**src/rtl/repeat_fingerprint_table_macros.svh**
```systemverilog
// Assertion macros shared by the fingerprint table modules.
`ifndef REPEAT_FINGERPRINT_TABLE_MACROS_SVH
`define REPEAT_FINGERPRINT_TABLE_MACROS_SVH

`ifndef NO_ASSERTIONS

`define RFT_ASSERT(label, clk, rstn, expr) \
    label: assert property (@(posedge clk) disable iff (!rstn) (expr)) \
        else $error("rft assertion failed");

`define RFT_ASSERT_IMP(label, clk, rstn, ante, cons) \
    label: assert property (@(posedge clk) disable iff (!rstn) (ante) |-> (cons)) \
        else $error("rft implication failed");

`define RFT_ASSERT_NEXT(label, clk, rstn, ante, cons) \
    label: assert property (@(posedge clk) disable iff (!rstn) (ante) |=> (cons)) \
        else $error("rft next-cycle check failed");

`else

`define RFT_ASSERT(label, clk, rstn, expr)
`define RFT_ASSERT_IMP(label, clk, rstn, ante, cons)
`define RFT_ASSERT_NEXT(label, clk, rstn, ante, cons)

`endif

`endif

```
**src/rtl/rft_pkg.sv**
```systemverilog
package rft_pkg;

    localparam int TABLE_ENTRIES = 64;
    localparam int IDX_W = (TABLE_ENTRIES > 1) ? $clog2(TABLE_ENTRIES) : 1;
    localparam int CNT_W = $clog2(TABLE_ENTRIES + 1);

    localparam int KEY_W = 32;
    localparam int KEYS_W = 3 * KEY_W;
    localparam int COUNT_W = 8;
    localparam logic [COUNT_W-1:0] COUNT_MAX = '1;
    localparam logic [COUNT_W-1:0] LIMIT_RESET = 8'd3;

    typedef enum logic [1:0] {
        OUTCOME_ZERO   = 2'd0,
        OUTCOME_HIT    = 2'd1,
        OUTCOME_INSERT = 2'd2,
        OUTCOME_FLUSH  = 2'd3
    } outcome_t;

    typedef enum logic [2:0] {
        ST_CLEAR,
        ST_IDLE,
        ST_SEARCH,
        ST_FLUSH,
        ST_DONE
    } state_t;

    typedef struct packed {
        logic     in_take;
        logic     scan_start;
        logic     clear_run;
        logic     search_run;
        logic     flush_run;
        logic     wr_hit;
        logic     wr_insert;
        logic     res_load;
        outcome_t res_sel;
        logic     out_load;
    } ctrl_cmd_t;

    typedef struct packed {
        logic key_zero;
        logic scan_done;
        logic hit_found;
        logic free_found;
        logic out_free;
    } dp_status_t;

endpackage

```
**src/rtl/rft_controller.sv**
```systemverilog
`include "repeat_fingerprint_table_macros.svh"

module rft_controller (
    input  logic                 aclk,
    input  logic                 aresetn,
    input  logic                 s_tvalid,
    output logic                 s_tready,
    input  rft_pkg::dp_status_t  status,
    output rft_pkg::ctrl_cmd_t   cmd
);

    rft_pkg::state_t state_reg, state_next;

    always_ff @(posedge aclk) begin
        if (!aresetn) begin
            state_reg <= rft_pkg::ST_CLEAR;
        end else begin
            state_reg <= state_next;
        end
    end

    always_comb begin
        state_next  = state_reg;
        cmd         = '0;
        cmd.res_sel = rft_pkg::OUTCOME_ZERO;
        s_tready    = 1'b0;
        case (state_reg)
            rft_pkg::ST_CLEAR: begin
                if (status.scan_done) begin
                    state_next = rft_pkg::ST_IDLE;
                end else begin
                    cmd.clear_run = 1'b1;
                end
            end
            rft_pkg::ST_IDLE: begin
                s_tready = 1'b1;
                if (s_tvalid) begin
                    cmd.in_take    = 1'b1;
                    cmd.scan_start = 1'b1;
                    state_next     = rft_pkg::ST_SEARCH;
                end
            end
            rft_pkg::ST_SEARCH: begin
                if (status.key_zero) begin
                    cmd.res_load = 1'b1;
                    cmd.res_sel  = rft_pkg::OUTCOME_ZERO;
                    state_next   = rft_pkg::ST_DONE;
                end else if (status.hit_found) begin
                    cmd.wr_hit   = 1'b1;
                    cmd.res_load = 1'b1;
                    cmd.res_sel  = rft_pkg::OUTCOME_HIT;
                    state_next   = rft_pkg::ST_DONE;
                end else if (status.scan_done) begin
                    if (status.free_found) begin
                        cmd.wr_insert = 1'b1;
                        cmd.res_load  = 1'b1;
                        cmd.res_sel   = rft_pkg::OUTCOME_INSERT;
                        state_next    = rft_pkg::ST_DONE;
                    end else begin
                        cmd.scan_start = 1'b1;
                        state_next     = rft_pkg::ST_FLUSH;
                    end
                end else begin
                    cmd.search_run = 1'b1;
                end
            end
            rft_pkg::ST_FLUSH: begin
                if (status.scan_done) begin
                    cmd.res_load = 1'b1;
                    cmd.res_sel  = rft_pkg::OUTCOME_FLUSH;
                    state_next   = rft_pkg::ST_DONE;
                end else begin
                    cmd.flush_run = 1'b1;
                end
            end
            rft_pkg::ST_DONE: begin
                if (status.out_free) begin
                    cmd.out_load = 1'b1;
                    state_next   = rft_pkg::ST_IDLE;
                end
            end
            default: begin
                state_next = rft_pkg::ST_CLEAR;
            end
        endcase
    end

    `RFT_ASSERT_NEXT(a_accept_starts_search, aclk, aresetn,
                     s_tvalid && s_tready, state_reg == rft_pkg::ST_SEARCH)
    `RFT_ASSERT_NEXT(a_zero_key_finishes, aclk, aresetn,
                     state_reg == rft_pkg::ST_SEARCH && status.key_zero,
                     state_reg == rft_pkg::ST_DONE)
    `RFT_ASSERT(a_single_scan_cmd, aclk, aresetn,
                $onehot0({cmd.clear_run, cmd.search_run, cmd.flush_run}))

endmodule

```
**config.mk**
```make
export PLATFORM = sky130hd
export DESIGN_NAME = rft_controller
export DESIGN_NICKNAME = d
export VERILOG_FILES = /design/src/rtl/rft_pkg.sv /design/src/rtl/rft_controller.sv
export VERILOG_INCLUDE_DIRS = /design/src /design/src/rtl
export SDC_FILE = /design/constraint.sdc
export NUM_CORES = 1
export LEC_CHECK = 0
export BUFFER_PORTS_ARGS = -buffer_cell sky130_fd_sc_hd__buf_2
export CAP_MARGIN = 20
export CELL_PAD_IN_SITES_DETAIL_PLACEMENT = 1
export CELL_PAD_IN_SITES_GLOBAL_PLACEMENT = 2
export CORE_ASPECT_RATIO = 1.1
export CORE_MARGIN = 3
export CORE_UTILIZATION = 21
export DETAILED_ROUTE_END_ITERATION = 8
export GPL_TIMING_DRIVEN = 0
export PLACE_DENSITY = 0.88
export SYNTH_ARGS = -nofsm -noshare
export SYNTH_HDL_FRONTEND = slang
export SYNTH_SLANG_ARGS = --single-unit
```
**constraint.sdc**
```tcl
create_clock -name aclk -period 2.4 [get_ports aclk]
set_input_delay 0.12 -clock aclk [delete_from_list [all_inputs] [get_ports aclk]]
set_output_delay 0.12 -clock aclk [all_outputs]
set_load 0.1 [all_outputs]
```
==> impl_metrics.py, run 1 <==
metrics = {
    "yosys": {
        "synth.yosys.seq_area_share_pct": 18.7,
        "synth_area_um2": 322,
        "yosysWarnings": 0,
        "syn_inst": 42,
        "yosys_register_bits": 3,
        "syn_area_per_cell_um2": 7.66,
        "ys_types": 21,
        "syn_nets": 50,
    },
    "sta": {
        "setup-violations-final": 0,
        "slew_headroom_pct": 67.8,
        "fmax_ghz": 0.473,
        "rsz0062_at_grt": "no",
        "max_slew.worst_pin.slew_ns": 0.487,
        "final_min_period_over_clock_period_pct": 88.0,
        "drv_slew": 0,
        "period_minus_slack_ns": 2.11,
        "fin_worst_skew_ns": 0.000372,
        "hold_viol": 0,
    },
    "cts": {
        "cts.reportedPaths.clkPinSlew_ns": 0.03,
        "root_buffer": "clkbuf_4",
        "cts.sinks": 3,
        "htreeDepth": 1,
        "cts-hold-fix-buffers": 0,
        "postCtsResizedCells": 0,
        "numCtsBuffers": 3,
        "post-cts-setup-buffers": 0,
        "cts_tree": "done",
        "clock_path_buffers": 2,
        "clkLatencyLatePin_ns": 0.23,
    },
    "setup_path": {
        "crit_required_ns": 2.28,
        "r2r_slack_ns": 0.78,
        "path_class": "register to primary output",
        "worstPathArrival_ns": 1.99,
        "rr_startpoint": "state_reg[1]",
        "crit_path_end_kind": "primary output",
        "worstPathMaxFanout": 7,
        "reg2regPathDepth": 4,
        "startpoint_type": "register",
        "startpoint": "state_reg[1]",
    },
    "hold_path": {
        "hp-class": "primary input to register",
        "hold_depth": 2,
        "worstHoldStart": "aresetn",
    },
    "routing": {
        "wire_per_inst_um": 12.0,
        "drtIter0Drc": 0,
        "first_pass_iters": 1,
        "wirelength_um": 956,
        "vias": 383,
        "drc_errors": 0,
        "via_per_inst": 4.79,
        "ant_nets": 0,
    },
    "floorplanning": {
        "ios": 20,
        "die_y_um": 47.0,
        "initial_core_util_pct": 22.9,
        "rows": 14,
        "die-area_um2": 2040,
        "die_w_um": 43.3,
        "core_area_um2": 1400,
    },
    "final_layout": {
        "layout.cells.non_filler": 80,
        "largest_register_ff_count": 3,
        "syn_to_final_growth_pct": 52.5,
        "drive_gt1_share_pct": 48.4,
        "fin_nets": 73,
        "antennaDiodeCount": 0,
        "final_util_pct": 35.0,
    },
    "global_routing": {
        "antenna_found_initial": 0,
        "grt_pass1_wl_um": 1520,
        "track_usage_pct": 10.0,
        "grt_pass1_vias": 365,
        "grt_start_max_net_pins": 11,
        "grt_overflow": 0,
    },
    "power": {
        "power_uw": 562,
        "cellPowerDensity_nw_per_um2": 1150,
        "peakVddDrop_mv": 0.521,
        "p_leak_uw": 0.000240,
    },
    "outcome": {
        "status": "finished, final reports clean",
    },
    "placed_design": {
        "dp.cells": 76,
        "portBuffers": 18,
        "dp_hpwl_um": 785,
        "gp_congestion": 0.658,
    },
    "flow_run": {
        "max-cap-violations": 0,
    },
}
-- metal layers --
layer	global-route usage [%]	part of all wire (%)	vias to the layer above
met1	11.1	42	180
met5	0	0	-
met2	18.3	51	11
met4	3.61	0	0
li1	-	-	192
met3	3.07	6.9	0
-- per-stage QoR --
stage	cell area, um^2	hold WS (ns)	worst slack (ns)	TNS [ns]
floorplan	354	0.242	-0.103	-0.103
global placement	464	0.394	0.528	0
detailed placement	464	0.393	0.552	0
CTS	490	0.154	0.298	0
global route	490	0.178	0.107	0
finish	490	0.155	0.287	0
-- cells in the final DEF (no fill, tap or decap), types with 2 or more instances in the layout --
| cell type | netlist | final |
|---|---|---|
| nor3b_1 | 4 | 2 |
| clkbuf_4 | 0 | 3 |
| nand2b_1 | 2 | 2 |
| buf_2 | 0 | 18 |
| mux2_2 | 2 | 2 |
| a21oi_1 | 2 | 2 |
| and2_1 | 3 | 2 |
| buf_6 | 2 | 2 |
| nor2_1 | 7 | 7 |
| and3_1 | 2 | 2 |
| dfxtp_1 | 3 | 3 |
| o21ai_0 | 3 | 3 |
| nand2_1 | 2 | 2 |
-- cell families (layout without fill, tap and decap cells) --
kind of cell	Yosys count	after routing	synth area share (%)
and+or+nand+nor	24	24	42.0
AOI/OAI and AO/OA	9	9	21.0
muxes	3	3	10.1
DFF	3	3	18.7
buffers and inverters	3	25	8.17
-- cell type report --
type	count	area, um^2
clock buffer	4	26.3
inverter	1	3.75
buffer	2	22.5
tap	16	20.0
fill	191	911
sequential	3	60.1
multi-input combinational	36	268
timing repair buffer	18	90.1
-- worst max-delay path, cell delays in order (launching register included) --
cell,delay [ns]
dfxtp_1,0.48
nor3b_1,0.45
nand3_1,0.22
o21bai_4,0.16
buf_2,0.44
-- path summary, 6_finish.rpt --
path	endpoint
max reg2reg	state_reg[0]
max	cmd[9]
min reg2reg	state_reg[0]
min	state_reg[2]
-- synthesized netlist by cell type --
cell / n / area (um^2)
dfxtp_1: 3 / 60.1
mux2i_1: 1 / 10.0
inv_1: 1 / 3.75
o21a_1: 1 / 7.51
and3_1: 2 / 12.5
nand3b_1: 1 / 7.51
o21ai_0: 3 / 15.0
nand2b_1: 2 / 12.5
nand2_1: 2 / 7.51
nor2_1: 7 / 26.3
buf_6: 2 / 22.5
mux2_2: 2 / 22.5
and2_1: 3 / 18.8
a21oi_1: 2 / 10.0
nor4_1: 1 / 6.26
a22o_1: 1 / 8.76
and3b_1: 1 / 8.76
o21bai_2: 1 / 11.3
nor3b_1: 4 / 30.0
o221ai_2: 1 / 15.0
nand3_1: 1 / 5.00
-- power by group --
| group | internal [uW] | switching (uW) | leakage [uW] | total, uW |
|---|---|---|---|---|
| combinational | 108 | 288 | 0.000201 | 396 |
| sequential | 62.2 | 18.3 | 0.0000246 | 80.5 |
| clock | 62.1 | 23.4 | 0.0000150 | 85.5 |
(Power assumes the default switching activity.)
==> inputs of run 2 (changes only) <==
--- a/config.mk
+++ b/config.mk
@@ -11,11 +11,11 @@
 export CELL_PAD_IN_SITES_DETAIL_PLACEMENT = 1
 export CELL_PAD_IN_SITES_GLOBAL_PLACEMENT = 2
 export CORE_ASPECT_RATIO = 1.1
-export CORE_MARGIN = 3
-export CORE_UTILIZATION = 21
+export CORE_MARGIN = 1.5
+export CORE_UTILIZATION = 19
 export DETAILED_ROUTE_END_ITERATION = 8
 export GPL_TIMING_DRIVEN = 0
-export PLACE_DENSITY = 0.88
+export PLACE_DENSITY = 0.81
 export SYNTH_ARGS = -nofsm -noshare
 export SYNTH_HDL_FRONTEND = slang
 export SYNTH_SLANG_ARGS = --single-unit
==> constraint.sdc (replaced) <==
create_clock -name aclk -period 2.3 [get_ports aclk]
set_input_delay 0.115 -clock aclk [delete_from_list [all_inputs] [get_ports aclk]]
set_output_delay 0.115 -clock aclk [all_outputs]
set_load 0.1 [all_outputs]
==> run 2 against run 1 <==
Against the previous run:
- via count grew 2.1%
- routed wire length shrank 2.9%
- setup slack lost 0.060 ns
- non-clock buffer count is the same
- combinational power grew 4%
- die area shrank 4.4%
- sequential power grew 7.0%
- clock-buffer cell count is the same
- hold slack lost 0.017 ns
- cell area grew 0.51%
- critical path depth is the same
- clock skew grew 0.0016 ns
- critical path type unchanged
- critical endpoint unchanged
- largest power group unchanged
==> impl_metrics.py, run 2 (same netlist as run 1, synthesis figures left out) <==
metrics = {
    "setup_path": {
        "startpoint_type": "register",
        "critical_path_buf_inv_count": 1,
        "worstPathMaxFanout": 7,
        "crit_path_end_kind": "primary output",
        "cp_cell_sequence": "nor3b_1, nand3_1, o21bai_4, buf_2",
        "cp_top_family": "simple AND/OR/NAND/NOR gates",
        "crit_required_ns": 2.18,
        "reg2regPathDepth": 4,
        "cp_slowest_cell": "dfxtp_1",
        "path_class": "register to primary output",
        "worstPathArrival_ns": 1.96,
        "max_stage_delay_ns": 0.49,
        "cp.depth": 4,
    },
    "cts": {
        "clkLatencyLatePin_ns": 0.23,
        "post-cts-setup-buffers": 0,
        "cts.reportedPaths.clkPinSlew_ns": 0.04,
        "postCtsResizedCells": 0,
        "root_buffer": "clkbuf_4",
        "cts_tree": "done",
        "numCtsBuffers": 3,
        "cts-hold-fix-buffers": 0,
        "clock_path_buffers": 2,
        "htreeDepth": 1,
        "cts.sinks": 3,
    },
    "placed_design": {
        "place_ws_ns": 0.484,
        "placed_cell_area_um2": 467,
        "portBuffers": 18,
        "gp_congestion": 0.705,
        "dp_hpwl_um": 763,
    },
    "sta": {
        "final_min_period_over_clock_period_pct": 90.1,
        "hold_viol": 0,
        "fin_worst_skew_ns": 0.00195,
        "setup-violations-final": 0,
        "period_minus_slack_ns": 2.07,
        "max_slew.worst_pin.slew_ns": 0.487,
        "fin_setup_tns_ns": 0,
        "slew_headroom_pct": 67.7,
        "rsz0062_at_grt": "no",
        "drv_slew": 0,
        "setup_ws_ns": 0.227,
        "fmax_ghz": 0.482,
    },
    "floorplanning": {
        "die_y_um": 46.1,
        "core_area_um2": 1580,
        "die-area_um2": 1950,
        "rows": 15,
        "initial_core_util_pct": 20.4,
        "die_w_um": 42.2,
        "ios": 20,
    },
    "final_layout": {
        "fin_area_um2": 493,
        "antennaDiodeCount": 0,
        "largest_register_ff_count": 3,
        "layout_common_cells": "buf_2, nor2_1, o21ai_0, clkbuf_4",
        "ff_latch_area_um2": 61.3,
        "n_fill_cell": 207,
        "syn_to_final_growth_pct": 53.3,
        "drive_gt1_share_pct": 50.0,
        "multi_input_area_um2": 268,
        "final_common_cell": "buf_2",
        "fin_nets": 73,
    },
    "routing": {
        "ant_nets": 0,
        "drc_errors": 0,
        "via_per_inst": 4.83,
        "drtIter0Drc": 1,
        "wire_per_inst_um": 11.5,
        "first_pass_iters": 4,
        "wirelength_um": 928,
        "vias": 391,
        "wl_met1_um": 433,
        "wl_met2_um": 430,
        "top_layer_used": "met4",
        "wl_met3_um": 45,
    },
    "outcome": {
        "status": "finished, final reports clean",
    },
    "power": {
        "p_leak_uw": 0.000240,
        "peakVddDrop_mv": 0.350,
        "cellPowerDensity_nw_per_um2": 1200,
    },
    "hold_path": {
        "hp-class": "primary input to register",
        "hold_depth": 2,
    },
    "global_routing": {
        "grt_pass1_wl_um": 1530,
        "antenna_found_initial": 0,
        "grt_pass1_vias": 345,
        "grt_start_max_net_pins": 11,
        "track_usage_pct": 10.5,
        "grt_overflow": 0,
    },
    "flow_run": {
        "max-cap-violations": 0,
    },
}
[run 2: cell counts in the layout (fill, tap and decap cells not counted)]
Identical to the previous run, type by type.
[run 2: cell type report]
class,instances,share of cell area [%]
Buffer,2,4.57
Clock buffer,4,5.33
Inverter,1,0.761
Multi-Input combinational cell,36,54.3
Sequential cell,3,12.4
Tap cell,17,4.31
Timing Repair Buffer,18,18.3
[run 2: per-stage QoR]
stage | utilization [%] | instances | hold slack, ns | total power [uW]
after global routing | 31.3 | 81 | 0.150 | 630
after global placement | 29.6 | 77 | 0.377 | 500
after floorplan | - | 42 | 0.237 | 444
after CTS | 31.3 | 81 | 0.132 | 602
final | 31.3 | 81 | 0.138 | 593
after detailed placement | 29.6 | 77 | 0.380 | 505
[run 2: path summary, 6_finish.rpt]
path,start,end,slack [ns]
min reg2reg,state_reg[0],state_reg[0],0.62
max,state_reg[1],cmd[9],0.23
max reg2reg,state_reg[1],state_reg[0],0.75
min,aresetn,state_reg[2],0.14
[run 2: power by group]
part	internal, uW	switching, uW	leakage [uW]	total, uW
logic	113	300	0.000201	413
clock network	65.1	28.2	0.0000150	93.3
registers	66.5	19.6	0.0000248	86.1
total	245	348	0.000240	593
[run 2: per-layer routing]
layer | up-vias | GRT usage [%]
li1 | 194 | -
met1 | 183 | 13.0
met2 | 12 | 17.8
met3 | 2 | 1.57
met4 | 0 | 5.63
met5 | - | 0
